`config.mk`:
```
export PLATFORM = sky130hd
export DESIGN_NAME = pitch_average_note_quantizer_flat
export DESIGN_NICKNAME = d
export VERILOG_FILES = /design/src/rtl/core/pavq_pkg.sv /design/src/rtl/core/pavq_if.sv /design/src/rtl/core/pitch_average_note_quantizer.sv /design/src/rtl/core/pavq_avg.sv /design/src/rtl/core/pavq_match.sv /design/src/flat_wrapper.sv
export SDC_FILE = /design/constraint.sdc
export NUM_CORES = 1
export LEC_CHECK = 0
export BUFFER_PORTS_ARGS = -buffer_cell sky130_fd_sc_hd__buf_2
export CORE_MARGIN = 5
export CORE_UTILIZATION = 60
export CTS_CLUSTER_DIAMETER = 120
export DETAILED_ROUTE_END_ITERATION = 8
export MAX_ROUTING_LAYER = met4
export PLACE_DENSITY_LB_ADDON = 0.25
export SYNTH_ARGS = -nofsm -noshare
export SYNTH_HDL_FRONTEND = slang
export SYNTH_SLANG_ARGS = --single-unit
```
`constraint.sdc`:
```
create_clock -name clk -period 21 [get_ports clk]
set_input_delay 4.2 -clock clk [delete_from_list [all_inputs] [get_ports clk]]
set_output_delay 4.2 -clock clk [all_outputs]
set_load 0.005 [all_outputs]
```
`src/rtl/core/pavq_pkg.sv`:
```
// ----------------------------------------------------------------------------
// Pitch average note quantizer package
// Field widths, note numbering and the quarter-tone band tables in Q12.4 Hz.
// ----------------------------------------------------------------------------
package pavq_pkg;

  localparam int unsigned PITCH_W = 16;
  localparam int unsigned KEY_W   = 7;
  localparam int unsigned FREQ_W  = 15;
  localparam int unsigned NOTE_TABLE_SIZE = 49;

  typedef logic [PITCH_W-1:0] pitch_t;
  typedef logic [KEY_W-1:0]   key_t;
  typedef logic [FREQ_W-1:0]  freq_t;

  localparam key_t KEY_BASE = 7'd36;

  localparam pitch_t BAND_LO [NOTE_TABLE_SIZE] = '{
    16'd1017,  16'd1078,  16'd1142,  16'd1210,  16'd1282,  16'd1358,  16'd1438,
    16'd1524,  16'd1614,  16'd1710,  16'd1812,  16'd1920,  16'd2034,  16'd2155,
    16'd2283,  16'd2419,  16'd2562,  16'd2715,  16'd2876,  16'd3047,  16'd3228,
    16'd3420,  16'd3624,  16'd3839,  16'd4067,  16'd4309,  16'd4565,  16'd4837,
    16'd5124,  16'd5429,  16'd5752,  16'd6094,  16'd6456,  16'd6840,  16'd7247,
    16'd7678,  16'd8134,  16'd8618,  16'd9130,  16'd9673,  16'd10248, 16'd10858,
    16'd11503, 16'd12187, 16'd12912, 16'd13680, 16'd14493, 16'd15355, 16'd16268
  };

  localparam pitch_t BAND_HI [NOTE_TABLE_SIZE] = '{
    16'd1077,  16'd1141,  16'd1209,  16'd1280,  16'd1357,  16'd1437,  16'd1523,
    16'd1613,  16'd1709,  16'd1811,  16'd1919,  16'd2033,  16'd2154,  16'd2282,
    16'd2418,  16'd2561,  16'd2714,  16'd2875,  16'd3046,  16'd3227,  16'd3419,
    16'd3623,  16'd3838,  16'd4066,  16'd4308,  16'd4564,  16'd4836,  16'd5123,
    16'd5428,  16'd5751,  16'd6093,  16'd6455,  16'd6839,  16'd7246,  16'd7677,
    16'd8133,  16'd8617,  16'd9129,  16'd9672,  16'd10247, 16'd10857, 16'd11502,
    16'd12186, 16'd12911, 16'd13679, 16'd14492, 16'd15354, 16'd16267, 16'd17234
  };

  localparam freq_t BAND_NOMINAL [NOTE_TABLE_SIZE] = '{
    15'd1047,  15'd1109,  15'd1175,  15'd1244,  15'd1319,  15'd1397,  15'd1480,
    15'd1568,  15'd1661,  15'd1760,  15'd1865,  15'd1976,  15'd2093,  15'd2217,
    15'd2349,  15'd2489,  15'd2637,  15'd2794,  15'd2960,  15'd3136,  15'd3322,
    15'd3520,  15'd3729,  15'd3951,  15'd4186,  15'd4435,  15'd4699,  15'd4978,
    15'd5274,  15'd5588,  15'd5920,  15'd6272,  15'd6645,  15'd7040,  15'd7459,
    15'd7902,  15'd8372,  15'd8870,  15'd9397,  15'd9956,  15'd10548, 15'd11175,
    15'd11840, 15'd12544, 15'd13290, 15'd14080, 15'd14917, 15'd15804, 15'd16744
  };

endpackage

```
`src/rtl/core/pavq_if.sv`:
```
// ----------------------------------------------------------------------------
// Pitch average note quantizer channels
// Valid/ready channels for pitch estimate requests and note results.
// ----------------------------------------------------------------------------
interface pavq_in_if;
  logic             valid;
  logic             ready;
  pavq_pkg::pitch_t pitch_estimate;

  modport source (output valid, output pitch_estimate, input ready);
  modport sink (input valid, input pitch_estimate, output ready);
endinterface

interface pavq_out_if;
  logic            valid;
  logic            ready;
  pavq_pkg::key_t  note_key;
  pavq_pkg::freq_t note_freq;

  modport source (output valid, output note_key, output note_freq, input ready);
  modport sink (input valid, input note_key, input note_freq, output ready);
endinterface

```
`src/rtl/core/pitch_average_note_quantizer.sv`:
```
// Throughput: one request per cycle unless the result channel back-pressures,
// through four registered stages (history and sum, reciprocal-multiply
// average, band hit vector, key and frequency).
// Reset: synchronous active-low reset clears the history, the running sum and
// every stage valid; the block accepts requests once reset is released.
// ----------------------------------------------------------------------------
// Pitch average note quantizer
// Averages the recent pitch estimates and quantizes the average to the
// nearest equal-tempered note by quarter-tone bands.
// ----------------------------------------------------------------------------
module pitch_average_note_quantizer #(
  parameter int unsigned HISTORY_DEPTH = 10,
  parameter int unsigned NOTE_COUNT    = 49
) (
  input  logic       clk,
  input  logic       rst_n,
  pavq_in_if.sink    in_ch,
  pavq_out_if.source out_ch
);
  import pavq_pkg::*;

  logic   avg_valid;
  logic   avg_ready;
  pitch_t avg_value;

  pavq_avg #(
    .HISTORY_DEPTH(HISTORY_DEPTH)
  ) u_avg (
    .clk       (clk),
    .rst_n     (rst_n),
    .in_valid  (in_ch.valid),
    .in_ready  (in_ch.ready),
    .in_pitch  (in_ch.pitch_estimate),
    .avg_valid (avg_valid),
    .avg_ready (avg_ready),
    .avg_value (avg_value)
  );

  pavq_match #(
    .NOTE_COUNT(NOTE_COUNT)
  ) u_match (
    .clk       (clk),
    .rst_n     (rst_n),
    .avg_valid (avg_valid),
    .avg_ready (avg_ready),
    .avg_value (avg_value),
    .out_valid (out_ch.valid),
    .out_ready (out_ch.ready),
    .out_key   (out_ch.note_key),
    .out_freq  (out_ch.note_freq)
  );

endmodule

```
`src/rtl/core/pavq_avg.sv`:
```
// ----------------------------------------------------------------------------
// Pitch history averager
// Keeps the last estimates and their running sum, then divides the sum by the
// history depth with a reciprocal multiply into a registered average.
// ----------------------------------------------------------------------------
module pavq_avg #(
  parameter int unsigned HISTORY_DEPTH = 10
) (
  input  logic             clk,
  input  logic             rst_n,
  input  logic             in_valid,
  output logic             in_ready,
  input  pavq_pkg::pitch_t in_pitch,
  output logic             avg_valid,
  input  logic             avg_ready,
  output pavq_pkg::pitch_t avg_value
);
  import pavq_pkg::*;

  localparam int unsigned DEPTH_LOG   = $clog2(HISTORY_DEPTH);
  localparam int unsigned SUM_W       = PITCH_W + DEPTH_LOG;
  localparam int unsigned RECIP_W     = SUM_W + 1;
  localparam int unsigned RECIP_SHIFT = SUM_W + DEPTH_LOG;
  localparam int unsigned PROD_W      = SUM_W + RECIP_W;
  localparam logic [RECIP_W-1:0] RECIP_C = RECIP_W'(
    ((64'd1 << RECIP_SHIFT) + 64'(HISTORY_DEPTH) - 64'd1) / 64'(HISTORY_DEPTH));

  pitch_t             hist_r [HISTORY_DEPTH];
  logic [SUM_W-1:0]   sum_r;
  logic [SUM_W-1:0]   sum_nxt;
  logic               sum_valid_r;
  logic               sum_ready;
  logic               avg_valid_r;
  logic               avg_load;
  pitch_t             avg_r;
  logic [PROD_W-1:0]  prod;

  assign avg_load  = !avg_valid_r || avg_ready;
  assign sum_ready = !sum_valid_r || avg_load;
  assign in_ready  = sum_ready;
  assign avg_valid = avg_valid_r;
  assign avg_value = avg_r;

  assign sum_nxt = sum_r - SUM_W'(hist_r[HISTORY_DEPTH-1]) + SUM_W'(in_pitch);
  assign prod    = {{RECIP_W{1'b0}}, sum_r} * {{SUM_W{1'b0}}, RECIP_C};

  always_ff @(posedge clk) begin
    if (!rst_n) begin
      for (int i = 0; i < HISTORY_DEPTH; i++) begin
        hist_r[i] <= '0;
      end
      sum_r       <= '0;
      sum_valid_r <= 1'b0;
    end else if (sum_ready) begin
      sum_valid_r <= in_valid;
      if (in_valid) begin
        for (int i = HISTORY_DEPTH - 1; i > 0; i--) begin
          hist_r[i] <= hist_r[i-1];
        end
        hist_r[0] <= in_pitch;
        sum_r     <= sum_nxt;
      end
    end
  end

  always_ff @(posedge clk) begin
    if (!rst_n) begin
      avg_valid_r <= 1'b0;
    end else if (avg_load) begin
      avg_valid_r <= sum_valid_r;
    end
  end

  always_ff @(posedge clk) begin
    if (avg_load && sum_valid_r) begin
      avg_r <= prod[RECIP_SHIFT +: PITCH_W];
    end
  end

endmodule

```
`src/rtl/core/pavq_match.sv`:
```
// ----------------------------------------------------------------------------
// Note band matcher
// Compares the average against every quarter-tone band, keeps the lowest hit
// as a one-hot vector, then looks up the key and nominal frequency.
// ----------------------------------------------------------------------------
module pavq_match #(
  parameter int unsigned NOTE_COUNT = 49
) (
  input  logic             clk,
  input  logic             rst_n,
  input  logic             avg_valid,
  output logic             avg_ready,
  input  pavq_pkg::pitch_t avg_value,
  output logic             out_valid,
  input  logic             out_ready,
  output pavq_pkg::key_t   out_key,
  output pavq_pkg::freq_t  out_freq
);
  import pavq_pkg::*;

  logic [NOTE_COUNT-1:0] hit;
  logic [NOTE_COUNT-1:0] first_nxt;
  logic [NOTE_COUNT-1:0] first_r;
  logic                  first_valid_r;
  logic                  first_ready;
  logic                  out_load;
  logic                  out_valid_r;
  key_t                  key_nxt;
  key_t                  key_r;
  freq_t                 freq_nxt;
  freq_t                 freq_r;

  assign out_load    = !out_valid_r || out_ready;
  assign first_ready = !first_valid_r || out_load;
  assign avg_ready   = first_ready;
  assign out_valid   = out_valid_r;
  assign out_key     = key_r;
  assign out_freq    = freq_r;

  always_comb begin
    for (int i = 0; i < NOTE_COUNT; i++) begin
      hit[i] = (avg_value >= BAND_LO[i]) && (avg_value <= BAND_HI[i]);
    end
  end

  assign first_nxt = hit & (~hit + NOTE_COUNT'(1));

  always_comb begin
    key_nxt  = '0;
    freq_nxt = '0;
    for (int i = 0; i < NOTE_COUNT; i++) begin
      key_nxt  = key_nxt | ({KEY_W{first_r[i]}} & (KEY_BASE + KEY_W'(i)));
      freq_nxt = freq_nxt | ({FREQ_W{first_r[i]}} & BAND_NOMINAL[i]);
    end
  end

  always_ff @(posedge clk) begin
    if (!rst_n) begin
      first_valid_r <= 1'b0;
      out_valid_r   <= 1'b0;
    end else begin
      if (first_ready) begin
        first_valid_r <= avg_valid;
      end
      if (out_load) begin
        out_valid_r <= first_valid_r;
      end
    end
  end

  always_ff @(posedge clk) begin
    if (first_ready && avg_valid) begin
      first_r <= first_nxt;
    end
    if (out_load && first_valid_r) begin
      key_r  <= key_nxt;
      freq_r <= freq_nxt;
    end
  end

endmodule

```
`src/flat_wrapper.sv`:
```
// flat-port wrapper written by rule: the top's interface ports become plain ports
module pitch_average_note_quantizer_flat import pavq_pkg::*;
#(
  parameter int unsigned HISTORY_DEPTH = 10,
  parameter int unsigned NOTE_COUNT    = 49
)
  (clk, rst_n, in_ch_valid, in_ch_pitch_estimate, in_ch_ready, out_ch_valid, out_ch_note_key, out_ch_note_freq, out_ch_ready);
  pavq_in_if in_ch_i ();
  pavq_out_if out_ch_i ();
  input  logic clk;
  input  logic rst_n;
  input wire logic [$bits(in_ch_i.valid)-1:0] in_ch_valid;
  input wire logic [$bits(in_ch_i.pitch_estimate)-1:0] in_ch_pitch_estimate;
  output wire logic [$bits(in_ch_i.ready)-1:0] in_ch_ready;
  output wire logic [$bits(out_ch_i.valid)-1:0] out_ch_valid;
  output wire logic [$bits(out_ch_i.note_key)-1:0] out_ch_note_key;
  output wire logic [$bits(out_ch_i.note_freq)-1:0] out_ch_note_freq;
  input wire logic [$bits(out_ch_i.ready)-1:0] out_ch_ready;
  assign in_ch_i.valid = in_ch_valid;
  assign in_ch_i.pitch_estimate = in_ch_pitch_estimate;
  assign in_ch_ready = in_ch_i.ready;
  assign out_ch_valid = out_ch_i.valid;
  assign out_ch_note_key = out_ch_i.note_key;
  assign out_ch_note_freq = out_ch_i.note_freq;
  assign out_ch_i.ready = out_ch_ready;
  pitch_average_note_quantizer #(.HISTORY_DEPTH(HISTORY_DEPTH), .NOTE_COUNT(NOTE_COUNT)) u_core (.clk(clk), .rst_n(rst_n), .in_ch(in_ch_i), .out_ch(out_ch_i));
endmodule
```
==> results.md <==
* Critical path destination: in_ch_ready
* CTS tree: done
* Ys flop type: edfxtp_1
* Worst min path class: reg -> reg
* Endpoints failing hold at 0
* Post-route cell area at 21900 µm²
* Initial antenna violation count at 1
* Netlist cell types at 68
* Avg Cell Area, Syn at 10.63 µm²
* First-pass GRT wire length at 83900 µm
* Layout Cells excl Fill at 2401
* Layout cell share with drive strength beyond 1 at 6.503%
* R2R depth at 21
* Total Nets Final at 2313
* Total die area at 37590 µm²
* WS Path Type: in -> out
* Crit path time final at 9.359 ns
* Hpwl dp at 41410 µm
* H-tree depth at 1
* Sequential area share after synthesis at 38.93%
* XOR/XNOR share of the synthesized area at 2.202%
* Detail-routed net length per standard cell at 22.50 µm
* Max transition margin at 25.76%
* Wirelength, routed at 54030 µm
* Critical path capture point type: primary output
* Synth Area in Simple Gates at 15.89%
* Detailed Routing Iterations Pass 1 at 6
* Dpl cells at 2349
* Number of synthesized flops with an enable pin at 247
* Worst-Margin Slew at 1.104 ns
* CTS Buf Count at 28
* Area Growth Syn to Fin at 7.944%
* Cells after Synth at 1909
* Critical path data arrival time at 5.16 ns
* Flop2flop setup slack at 13.89 ns
* Worst skew pair latency at 0.57 ns
* Status: completed
* Crit Path Max Fanout at 5
* Clock Path Buffers at 3
* Slew Viols, Final at 0
* Final WS setup at 11.64 ns
* Complex-gate fraction of the synthesized area at 9.165%
* Placement Cell Area at 20930 µm²
* I/O Buffers at 43
* Core region area at 33450 µm²
* DR iter-0 viols at 1520
* GP Congestion at 0.9930
* Fmax at 0.1069 GHz
* Commonest non-fill, non-tap cells in the layout: 263 x inv_1, 247 x edfxtp_1, 217 x ha_1
* Vias at 14705
* Chip width at 193.9 µm
* Commonest non-fill, non-tap cell in the layout: inv_1
* Critical Path Start: out_ch_ready
* Post-CTS sizing at 0
* Antenna Nets Post-Route at 0
* RSZ-0062 raised after global routing: false
* Reg clk slew, reported paths at 0.06 ns
* Pin count of the biggest net entering global routing at 148
* GR Overflow Total at 0
* Crit path launch type: primary input
* Root buffer cell: clkbuf_16
* Syn nets at 2291
* DRC at 0
* Ys Warns at 0
* Final Setup Violations at 0
* Final period util at 44.57%
* Setup TNS at 0 ns
* Clock sink total at 271
* Die height at 193.9 µm
* Mapped Area at 20290 µm²
* Layout Skew at 0.03043 ns
* Maxcap violations at 0
* GRT Total Usage at 29.09%
* Ant diodes at 0
* Async S/R FF share, synth at 0%
* FF-to-FF End: u_core.u_avg.avg_value[10]$_DFFE_PP_
* Main combinational cell family by area after synthesis: adder cells
* Worst path required time at 16.80 ns
* FP Rows at 67
* Via-per-instance ratio at 6.125
* Adder and majority cell fraction of the synthesized area at 27.69%
* Post-CTS Setup Bufs at 0
* Setup WS pre-CTS at 11.64 ns
* Hold-fix buffers, CTS at 0
* Mux share of post-synthesis cell area at 0%
* Reg-to-reg startpoint: u_core.u_avg.sum_r[17]$_SDFFE_PN0P_
* Ports at 44
* Number of global-route vias before repair at 14568
* Flops & latches, synth at 271
* Initial core utilization at 60.65%
## layer usage
metal,vias up,global-route usage (%),share of wire (%)
met3,142,5.213,8.2
met4,0,7.344,3.3
li1,6679,-,-
met1,7197,41.28,43
met2,687,44.15,45
met5,-,-,0
## synthesized netlist by cell type (24+ instances only)
library cell  number  area, µm²
a21oi_1           87      435.4
and2_1           168       1051
clkbuf_1          57      214.0
dfxtp_1           24      480.5
edfxtp_1         247       7417
fa_1             145       2903
ha_1             217       2715
inv_1            264      991.0
nand2_1           97      364.1
nand3_1           30      150.1
nand4_1           29      181.4
nor2_1           111      416.7
nor3_1            29      145.1
nor4_1            42      262.8
o21ai_0           57      285.3
xor2_1            31      271.5
## area by class of cell
class / instances / area, µm²
inverter: 265 / 999.7
fill: 2572 / 11550
clock buffer: 32 / 735.7
multi-input combinational: 1310 / 11160
tap: 448 / 560.5
clock inverter: 20 / 237.7
sequential: 271 / 7898
timing repair buffer: 55 / 305.3
## per-stage QoR
step / hold slack [ns] / util, %
4_1_cts: 0.4885 / 65.47
3_5_place_dp: 0.4716 / 62.56
2_1_floorplan: 0.4465 / -
6_report: 0.4890 / 65.47
5_1_grt: 0.5231 / 65.47
3_3_place_gp: 0.4505 / 62.56
## how the worst min path moves through the flow
stage | from | to | slack [ns] | cells past startpoint
after floorplan | u_core.u_match.first_valid_r$_SDFFE_PN0P_ | u_core.u_match.out_valid$_SDFFE_PN0P_ | 0.45 | 1
after global placement | u_core.u_match.first_valid_r$_SDFFE_PN0P_ | u_core.u_match.out_valid$_SDFFE_PN0P_ | 0.45 | 1
after detailed placement | u_core.u_match.first_valid_r$_SDFFE_PN0P_ | u_core.u_match.out_valid$_SDFFE_PN0P_ | 0.47 | 1
after CTS | u_core.u_match.first_valid_r$_SDFFE_PN0P_ | u_core.u_match.out_valid$_SDFFE_PN0P_ | 0.49 | 1
after global routing | u_core.u_match.first_valid_r$_SDFFE_PN0P_ | u_core.u_match.out_valid$_SDFFE_PN0P_ | 0.52 | 1
final | u_core.u_match.first_valid_r$_SDFFE_PN0P_ | u_core.u_match.out_valid$_SDFFE_PN0P_ | 0.49 | 1
## worst max-delay path, stage by stage
cell,delay (ns)
buf_2,0.09
nor2b_1,0.21
and2_1,0.29
nand3_1,0.19
buf_2,0.17
## state kept, by name (all words and copies together), names as in the netlist
name	flops
u_core.u_avg.avg_valid	1
u_core.u_avg.avg_value	16
u_core.u_avg.hist_r	160
u_core.u_avg.sum_r	20
u_core.u_avg.sum_valid_r	1
u_core.u_match.first_r	49
u_core.u_match.first_valid_r	1
u_core.u_match.out_freq	15
u_core.u_match.out_key	7
u_core.u_match.out_valid	1
## cells by family (layout without fill, tap and decap cells)
logic type               Yosys count  count (layout)
adder cells (fa/ha/maj)          362             362
XOR/XNOR                          51              51
buffers and inverters            328             372
AND/OR/NAND/NOR                  604             604
flip-flops                       271             271
AO/OA/AOI/OAI                    293             293
Power is left out: the tool's default activity adds up to more than one toggle a clock period on the data nets, which glitch-free logic cannot reach.
